**src/hw/rtl/crsrd_pkg.sv**
```systemverilog
// ----------------------------------------------------------------------------
// crsrd_pkg
// Shared widths, types and helpers of the current reference soft ramp-down.
// ----------------------------------------------------------------------------
package crsrd_pkg;

	localparam int CUR_W      = 16;
	localparam int ANGLE_W    = 16;
	localparam int TICK_W     = 16;
	localparam int DIV_CNT_W  = $clog2(CUR_W);
	localparam logic [TICK_W-1:0] RAMP_TICKS_RST = TICK_W'(1000);

	typedef logic signed [CUR_W-1:0] cur_t;
	typedef logic [CUR_W-1:0]        mag_t;

	typedef enum logic [1:0] {
		ST_IDLE,
		ST_DIV_D,
		ST_DIV_Q
	} state_t;

	// Magnitude of a current; the most negative code maps to its true size.
	function automatic mag_t abs_cur(input cur_t x);
		mag_t r;
		r = x[CUR_W-1] ? mag_t'(-x) : mag_t'(x);
		return r;
	endfunction

	// Move a current one step toward zero, snapping when within one step.
	function automatic cur_t approach_zero(input cur_t cur, input mag_t step);
		mag_t a;
		cur_t r;
		a = abs_cur(cur);
		if (a <= step) begin
			r = '0;
		end else if (cur[CUR_W-1]) begin
			r = cur_t'(cur + cur_t'(step));
		end else begin
			r = cur_t'(cur - cur_t'(step));
		end
		return r;
	endfunction

endpackage

```
**src/hw/rtl/current_reference_soft_ramp_down_top.sv**
```systemverilog
// ----------------------------------------------------------------------------
// current_reference_soft_ramp_down_top
// Soft ramp-down of the d/q current references, one word per control tick.
// ----------------------------------------------------------------------------
// Usage:
//   Input channel (in_valid/in_stall) carries one tick: start_request,
//   id_ref_in, iq_ref_in, angle_in. Output channel (out_valid/out_stall)
//   returns one word per tick: id_ref_out, iq_ref_out, angle_out.
//   The ramp_ticks register is written on cfg_valid/cfg_ready/cfg_data;
//   cfg_ready is high only while no step computation runs.
// Output: the result is offered in the cycle after the input word is taken.
// Pacing: a ramp tick (start_request high) leaves the input free for the next
//   word. A pass-through tick computes both per-tick steps on one shared
//   bit-serial divider, d axis then q axis, and no new word is taken until
//   both steps are done.
// Reset: held currents, angle and steps clear to zero, ramp_ticks to 1000.
// Stall: while out_stall holds a pending result, the result stays put and
//   no new input word is taken.
// ----------------------------------------------------------------------------
module current_reference_soft_ramp_down_top import crsrd_pkg::*; (
	input  logic                clk,
	input  logic                arst_n,
	input  logic                cfg_valid,
	output logic                cfg_ready,
	input  logic [TICK_W-1:0]   cfg_data,
	input  logic                in_valid,
	output logic                in_stall,
	input  logic                start_request,
	input  cur_t                id_ref_in,
	input  cur_t                iq_ref_in,
	input  logic [ANGLE_W-1:0]  angle_in,
	output logic                out_valid,
	input  logic                out_stall,
	output cur_t                id_ref_out,
	output cur_t                iq_ref_out,
	output logic [ANGLE_W-1:0]  angle_out
);

	state_t             state_q, state_d;
	logic [TICK_W-1:0]  ramp_ticks_q;
	cur_t               id_hold_q, iq_hold_q;
	logic [ANGLE_W-1:0] angle_hold_q;
	mag_t               d_step_q, q_step_q;
	logic               out_valid_q;

	logic               in_acc;
	logic               div_start;
	mag_t               div_dividend;
	logic [TICK_W-1:0]  div_divisor;
	logic               div_done;
	mag_t               div_quo;
	mag_t               step_fixed;

	assign in_acc      = in_valid && !in_stall;
	assign div_divisor = (ramp_ticks_q == '0) ? TICK_W'(1) : ramp_ticks_q;

	always_comb begin
		state_d      = state_q;
		div_start    = 1'b0;
		div_dividend = abs_cur(id_ref_in);
		unique case (state_q)
			ST_IDLE: begin
				if (in_acc && !start_request) begin
					div_start = 1'b1;
					state_d   = ST_DIV_D;
				end
			end
			ST_DIV_D: begin
				div_dividend = abs_cur(iq_hold_q);
				if (div_done) begin
					div_start = 1'b1;
					state_d   = ST_DIV_Q;
				end
			end
			ST_DIV_Q: begin
				div_dividend = abs_cur(iq_hold_q);
				if (div_done) begin
					state_d = ST_IDLE;
				end
			end
			default: state_d = ST_IDLE;
		endcase
	end

	always_ff @(posedge clk or negedge arst_n) begin
		if (!arst_n) begin
			state_q <= ST_IDLE;
		end else begin
			state_q <= state_d;
		end
	end

	// a truncated-to-zero step on a nonzero current becomes one LSB
	always_comb begin
		step_fixed = div_quo;
		if (div_quo == '0) begin
			if ((state_q == ST_DIV_D && id_hold_q != '0) ||
			    (state_q == ST_DIV_Q && iq_hold_q != '0)) begin
				step_fixed = mag_t'(1);
			end
		end
	end

	always_ff @(posedge clk or negedge arst_n) begin
		if (!arst_n) begin
			ramp_ticks_q <= RAMP_TICKS_RST;
			id_hold_q    <= '0;
			iq_hold_q    <= '0;
			angle_hold_q <= '0;
			d_step_q     <= '0;
			q_step_q     <= '0;
			out_valid_q  <= 1'b0;
		end else begin
			if (cfg_valid && cfg_ready) begin
				ramp_ticks_q <= cfg_data;
			end
			if (in_acc) begin
				out_valid_q <= 1'b1;
			end else if (!out_stall) begin
				out_valid_q <= 1'b0;
			end
			if (in_acc) begin
				if (start_request) begin
					// bring Iq down first, then Id
					if (iq_hold_q != '0) begin
						iq_hold_q <= approach_zero(iq_hold_q, q_step_q);
					end else begin
						id_hold_q <= approach_zero(id_hold_q, d_step_q);
					end
				end else begin
					id_hold_q    <= id_ref_in;
					iq_hold_q    <= iq_ref_in;
					angle_hold_q <= angle_in;
				end
			end
			if (div_done && state_q == ST_DIV_D) begin
				d_step_q <= step_fixed;
			end
			if (div_done && state_q == ST_DIV_Q) begin
				q_step_q <= step_fixed;
			end
		end
	end

	crsrd_div u_div (
		.clk      (clk),
		.arst_n   (arst_n),
		.start    (div_start),
		.dividend (div_dividend),
		.divisor  (div_divisor),
		.done     (div_done),
		.quotient (div_quo)
	);

	assign in_stall   = (state_q != ST_IDLE) || (out_valid_q && out_stall);
	assign cfg_ready  = state_q == ST_IDLE;
	assign out_valid  = out_valid_q;
	assign id_ref_out = id_hold_q;
	assign iq_ref_out = iq_hold_q;
	assign angle_out  = angle_hold_q;

endmodule

```
**src/hw/rtl/crsrd_div.sv**
```systemverilog
// ----------------------------------------------------------------------------
// crsrd_div
// Bit-serial restoring divider: one quotient bit per cycle, shifted into the
// register that starts out holding the dividend.
// ----------------------------------------------------------------------------
module crsrd_div import crsrd_pkg::*; (
	input  logic              clk,
	input  logic              arst_n,
	input  logic              start,
	input  mag_t              dividend,
	input  logic [TICK_W-1:0] divisor,
	output logic              done,
	output mag_t              quotient
);

	logic                 run_q;
	logic                 done_q;
	logic [DIV_CNT_W-1:0] cnt_q;
	logic [TICK_W-1:0]    rem_q;
	logic [TICK_W-1:0]    dvs_q;
	mag_t                 quo_q;

	logic [TICK_W:0] trial;
	logic [TICK_W:0] diff;
	logic            fits;
	logic            last;

	always_comb begin
		trial = {rem_q, quo_q[CUR_W-1]};
		diff  = trial - {1'b0, dvs_q};
		fits  = trial >= {1'b0, dvs_q};
		last  = cnt_q == DIV_CNT_W'(CUR_W - 1);
	end

	always_ff @(posedge clk or negedge arst_n) begin
		if (!arst_n) begin
			run_q  <= 1'b0;
			done_q <= 1'b0;
			cnt_q  <= '0;
		end else begin
			done_q <= run_q && last;
			if (start) begin
				run_q <= 1'b1;
				cnt_q <= '0;
			end else if (run_q) begin
				cnt_q <= cnt_q + DIV_CNT_W'(1);
				if (last) begin
					run_q <= 1'b0;
				end
			end
		end
	end

	always_ff @(posedge clk) begin
		if (start) begin
			rem_q <= '0;
			quo_q <= dividend;
			dvs_q <= divisor;
		end else if (run_q) begin
			// restore by keeping the trial when the divisor does not fit
			rem_q <= fits ? diff[TICK_W-1:0] : trial[TICK_W-1:0];
			quo_q <= {quo_q[CUR_W-2:0], fits};
		end
	end

	assign done     = done_q;
	assign quotient = quo_q;

endmodule

```
**config.mk**
```make
export PLATFORM = sky130hd
export DESIGN_NAME = current_reference_soft_ramp_down_top
export DESIGN_NICKNAME = d
export VERILOG_FILES = /design/src/hw/rtl/crsrd_pkg.sv /design/src/hw/rtl/current_reference_soft_ramp_down_top.sv /design/src/hw/rtl/crsrd_div.sv
export SDC_FILE = /design/constraint.sdc
export NUM_CORES = 1
export LEC_CHECK = 0
export BUFFER_PORTS_ARGS = -buffer_cell sky130_fd_sc_hd__buf_2
export CORE_MARGIN = 2
export CORE_UTILIZATION = 55
export DETAILED_ROUTE_END_ITERATION = 7
export PLACE_DENSITY_LB_ADDON = 0.2
export SLEW_MARGIN = 0
export SYNTH_ARGS = -nofsm -noshare
export SYNTH_HDL_FRONTEND = slang
export SYNTH_SLANG_ARGS = --single-unit
```
**constraint.sdc**
```tcl
create_clock -name clk -period 4.4 [get_ports clk]
set_input_delay 0.88 -clock clk [delete_from_list [all_inputs] [get_ports clk]]
set_output_delay 0.88 -clock clk [all_outputs]
set_load 0.03 [all_outputs]
```
# Word-level counts from Yosys, hierarchy flattened

Cells that the tools add are included.

Bits in registers: 153
Latch bits: 0
RAM bits: 0
Memory bits (read-only): 0
Logic and storage cells: 92
Memories kept: 0

$add $sub $neg: 9
$mul: 0
Divide/modulo/power cells: 0
Order comparisons: 3
Equality and inequality tests: 9
Shifts and indexed selects: 0
Muxes and demuxes: 31
Bitwise operators: 1
Reduce and logical (&&, ||, !) cells: 25

Operators with widths:

| kind                  | number |
|---|---|
| $mux W16              | 17 |
| $neg A16 Y16          | 3 |
| $sub A16 B16 Y16      | 3 |
| $add A16 B16 Y16      | 2 |
| $le A16 B16 Y1        | 2 |
| $logic_not A16 Y1     | 2 |
| $reduce_bool A16 Y1   | 2 |
| $ge A17 B16 Y1        | 1 |
| $ne A2 B1 Y1 const B  | 5 |
| $logic_and A1 B1 Y1   | 9 |
| $mux W4               | 2 |
| $mux W1               | 7 |
| $mux W2               | 3 |
| $pmux W2 S3           | 1 |
| $reduce_and A2 Y1     | 3 |
| $add A4 B1 Y4 const B | 1 |
| $eq A4 B4 Y1 const B  | 1 |
| $reduce_bool A2 Y1    | 2 |
| $reduce_and A3 Y1     | 1 |
| $eq A2 B1 Y1 const B  | 1 |
| $eq A2 B2 Y1 const B  | 1 |
| $logic_not A1 Y1      | 2 |
| $logic_not A2 Y1      | 1 |
| $logic_or A1 B1 Y1    | 2 |
| 4 further kinds       | 4 |

# Logic depth before layout (Yosys ltp)

Word-level depth: 8
Depth in mapped cells: 16
Mapped depth without buffers: 15

# Cells and area by module

Synthesis repeated with hierarchy kept, for this count alone.

Cell total of the unflattened synthesis: 1202
Area, all modules: 11120.7 um2

By module, submodules not included:

| module                               | times used | cells each | area an instance (um2) | sequential area each (um2) |
|---|---|---|---|---|
| current_reference_soft_ramp_down_top | 1          | 921        | 8126.5                 | 2484.9 |
| crsrd_div                            | 1          | 281        | 2994.1                 | 1431.4 |

# Least setup slack after synthesis

OpenSTA, ideal clock, no wires.

Kind: register to register
Start point: register id_hold_q[7], in the netlist id_ref_out[7]
End point: register id_hold_q[10], in the netlist id_ref_out[10]
Arrival: 3.754 ns
Data required time: 4.317 ns
Path slack: 0.563 ns
Cell stages (with the launch flop): 15
Cell sequence: dfrtp_1 -> or4_1 -> nor3_1 -> or3b_2 -> o41ai_1 -> xnor2_1 -> ha_1 -> nand4_1 -> nor2_1 -> nand4_1 -> a21oi_1 -> o221a_2 -> clkbuf_1 -> a22oi_1 -> o21ai_0

Longest elaborated chain between the ends: 6
Elaborated cells between the ends (all ways): 9
Classes of those cells: add/sub (3); order compare (1); mux (5)

Ends and longest elaborated chain:

| what                     | line                                        | RTL |
|---|---|---|
| start: declaration       | current_reference_soft_ramp_down_top.sv:41  | `cur_t id_hold_q, iq_hold_q;` |
| start signal: assignment | current_reference_soft_ramp_down_top.sv:128 | `id_hold_q <= approach_zero(id_hold_q, d_step_q);` |
| start signal: assignment | current_reference_soft_ramp_down_top.sv:131 | `id_hold_q <= id_ref_in;` |
| $neg A16 Y16             | crsrd_pkg.sv:25                             | `r = x[CUR_W-1] ? mag_t'(-x) : mag_t'(x);` |
| $mux W16                 | crsrd_pkg.sv:25                             |  |
| $le A16 B16 Y1           | crsrd_pkg.sv:34                             | `if (a <= step) begin` |
| $mux W16 *               | crsrd_pkg.sv:34                             |  |
| $mux W16 *               | current_reference_soft_ramp_down_top.sv:125 | `if (iq_hold_q != '0) begin` |
| $mux W16 *               | current_reference_soft_ramp_down_top.sv:123 | `if (start_request) begin` |

Every way passes the cells marked *; elsewhere a longest branch is shown, timed or not. The select of a mux whose other input is x is not followed.
A chain may end at the register's enable or synchronous reset.

# Worst setup path after layout

Start point: register id_hold_q[7], in the netlist id_ref_out[7]
End point: register id_hold_q[7], in the netlist id_ref_out[7]

The elaborated chain is that of the path after synthesis.

==> results_dict.tcl <==
set metrics [dict create \
    die_y_um 143 \
    layout.nets 1457 \
    synth.largest_area_cell "dfrtp_1" \
    ctsHoldBuffers 0 \
    hp-class "register to register" \
    ant_nets 0 \
    synth.distinct_cells 64 \
    grt_max_degree 75 \
    wl_met3_mm 1.56 \
    rsz0062_at_grt "false" \
    grt_pass1_vias 8699 \
    status "finished clean" \
    period_needed_ns 4.10 \
    relSlewSlack 0.309 \
    gp_congestion 0.855 \
    dr.pass1.iters 5 \
    synth_cells 1202 \
    skew_ns 0.0109 \
    worstSetupStartpoint "id_ref_out[7]" \
    wirelength_mm 26.5 \
    cts_tree "built" \
    critPathArrivalTime_ns 4.42 \
    met2_length_mm 11.7 \
    cts_sinks 153 \
    grt_pass1_wl_mm 43.3 \
    hold_viol 0 \
    async_flop_share 0.686 \
    dieArea_um2 20600 \
    initial_core_util 0.565 \
    drc_errors 0 \
    cts_root_buffer "clkbuf_16" \
    dp_hpwl_mm 19.4 \
    pin_count 121 \
    max_freq_ghz 0.244 \
    r2r_start "id_ref_out[7]" \
    h-tree-depth 4 \
    grt_usage 0.266 \
    antenna_found_initial 0 \
    dieWidth_um 143 \
    vias_per_cell 5.83 \
    numPortBuffers 120 \
    syn_to_final_growth_pct 13.7 \
    drv_cap 0 \
    top_layer "met4" \
    fin_crit_sh 0.931 \
    core_um2 18900 \
    ys_ff_latch 153 \
    cts-buffers-inserted 17 \
    ys_seq_area_frac 0.367 \
    cts_setup_buffers 0 \
    synth-main-ff-cell "dfrtp_1" \
    crit_type "register to register" \
    syn_avg_cell_area_um2 8.89 \
    cts_max_path_buffers 2 \
    required_ns 4.72 \
    total_power_mw 11.1 \
    synth.net_count 1362 \
    synth_edf_count 32 \
    diodes 0 \
    drt-met1-wl_mm 12.8 \
    drt_iter0_markers 651 \
    layout-drive-gt1-share 0.176 \
    nFillCells 1614 \
    critPathMaxFanout 16 \
    clk_latency_ns 0.44 \
    leakagePower_nw 5.49 \
    hold_start "angle_out[1]" \
    synth_area_um2 10700 \
    worst-slew-pin-transition_ns 1.04 \
    yosysMostFrequentCell "nand2_1" \
    cts_resized 0 \
    setup_tns_ns 0 \
    yosysTopAreaCellShare 0.232 \
    path_clk_slew_ns 0.08 \
    num_vias 9160 \
    end_kind "register" \
    startpoint_type "register" \
    power_density_nw_per_um2 914 \
    grt_overflow 0 \
    peakVddDrop_mv 0.379 \
    yosys_warnings 0 \
    yosys-top-cells-area "dfrtp_1 (23%), ha_1 (10%), edfxtp_1 (9.0%), xnor2_1 (6.7%), a21oi_1 (5.2%)" \
    num_rows 50 \
    synthTopCellsByCount "nand2_1 (135), a21oi_1 (111), dfrtp_1 (99)" \
    wl_per_cell_um 16.9 \
    setup_viol 0 \
    drv_slew 0 \
]
cells by family after synthesis:
family | count (synthesis) | share of synthesized area
AO/OA/AOI/OAI | 339 | 0.197
XOR/XNOR | 101 | 0.0828
adder cells (fa/ha/maj) | 90 | 0.108
buffers and inverters | 133 | 0.0478
flip-flops | 153 | 0.367
multiplexers | 52 | 0.0541
AND/OR/NAND/NOR | 334 | 0.144
power breakdown:
part | internal [mW] | total [mW] | switching [mW]
sequential | 2.08 | 2.69 | 0.610
clock | 0.786 | 1.54 | 0.750
combinational | 2.85 | 6.87 | 4.01
critical path, cell delays in order, from the launching register on:
cell	delay, ns
dfrtp_1	0.43
or4_1	0.62
nor3_1	0.23
or3b_2	0.50
o41ai_1	0.32
xnor2_1	0.13
ha_1	0.30
nand4_1	0.12
nor2_1	0.15
nand4_1	0.16
a21oi_1	0.22
o221a_4	0.40
inv_1	0.07
o41ai_1	0.33
stage by stage:
step / worst slack, ns / instances / utilization / instance area (µm²) / hold WS, ns
CTS: 0.278 / 1570 / 0.642 / 12100 / 0.476
global placement: 0.473 / 1538 / 0.608 / 11500 / 0.454
floorplan: 0.563 / 1202 / - / 10700 / 0.450
finish: 0.302 / 1570 / 0.643 / 12100 / 0.472
global route: 0.0400 / 1570 / 0.643 / 12100 / 0.500
detailed placement: 0.383 / 1538 / 0.608 / 11500 / 0.457
state kept, by name, summed over array words and instances (netlist names):
signal and cells:
angle_out 16, d_step_q 16, id_ref_out 16, iq_ref_out 16, q_step_q 16, ramp_ticks_q 16, u_div.dvs_q 16, u_div.quotient 16
u_div.rem_q 16, u_div.cnt_q 4, state_q 2, out_valid 1, u_div.done 1, u_div.run_q 1
final timing paths:
kind	endpoint	slack [ns]	depth (start not counted)
hold / removal	angle_out[1]	0.47	2
setup reg to reg	id_ref_out[7]	0.30	13
setup / recovery	id_ref_out[7]	0.30	13
max in group asynchronous	id_ref_out[6]	2.83	2
min in group asynchronous	iq_ref_out[3]	0.57	1
hold reg to reg	angle_out[1]	0.47	2
cell usage in the layout, fill, tap and decap left out, drive strengths merged, types with 10 or more instances in the layout:
cell    instances
nand2         135
buf           132
a21oi         111
dfrtp          99
o21ai          93
ha             87
inv            83
nor2           82
xnor2          82
mux2           46
edfxtp         32
a21o           21
xor2           19
a22oi          19
a31oi          18
nand2b         17
clkbuf         17
dfxtp          16
nor3           15
nor2b          14
o31ai          13
nand4          13
nor4           12
or3            11
and3           10
routing by layer:
| metal | GRT usage | vias to the layer above |
|---|---|---|
| met3 | 0.0377 | 32 |
| met5 | 0 | - |
| met1 | 0.383 | 4335 |
| li1 | - | 4492 |
| met4 | 0.0872 | 0 |
| met2 | 0.415 | 301 |
layout make-up:
| class | instances | area (µm²) | area share |
|---|---|---|---|
| inverter | 77 | 289 | 0.0238 |
| tap | 260 | 325 | 0.0268 |
| timing repair buffer | 132 | 693 | 0.0571 |
| clock buffer | 17 | 425 | 0.0350 |
| sequential | 153 | 3920 | 0.323 |
| clock inverter | 15 | 214 | 0.0176 |
| multi-input combinational | 916 | 6280 | 0.517 |
No activity file was read; power rests on OpenSTA's default activity.
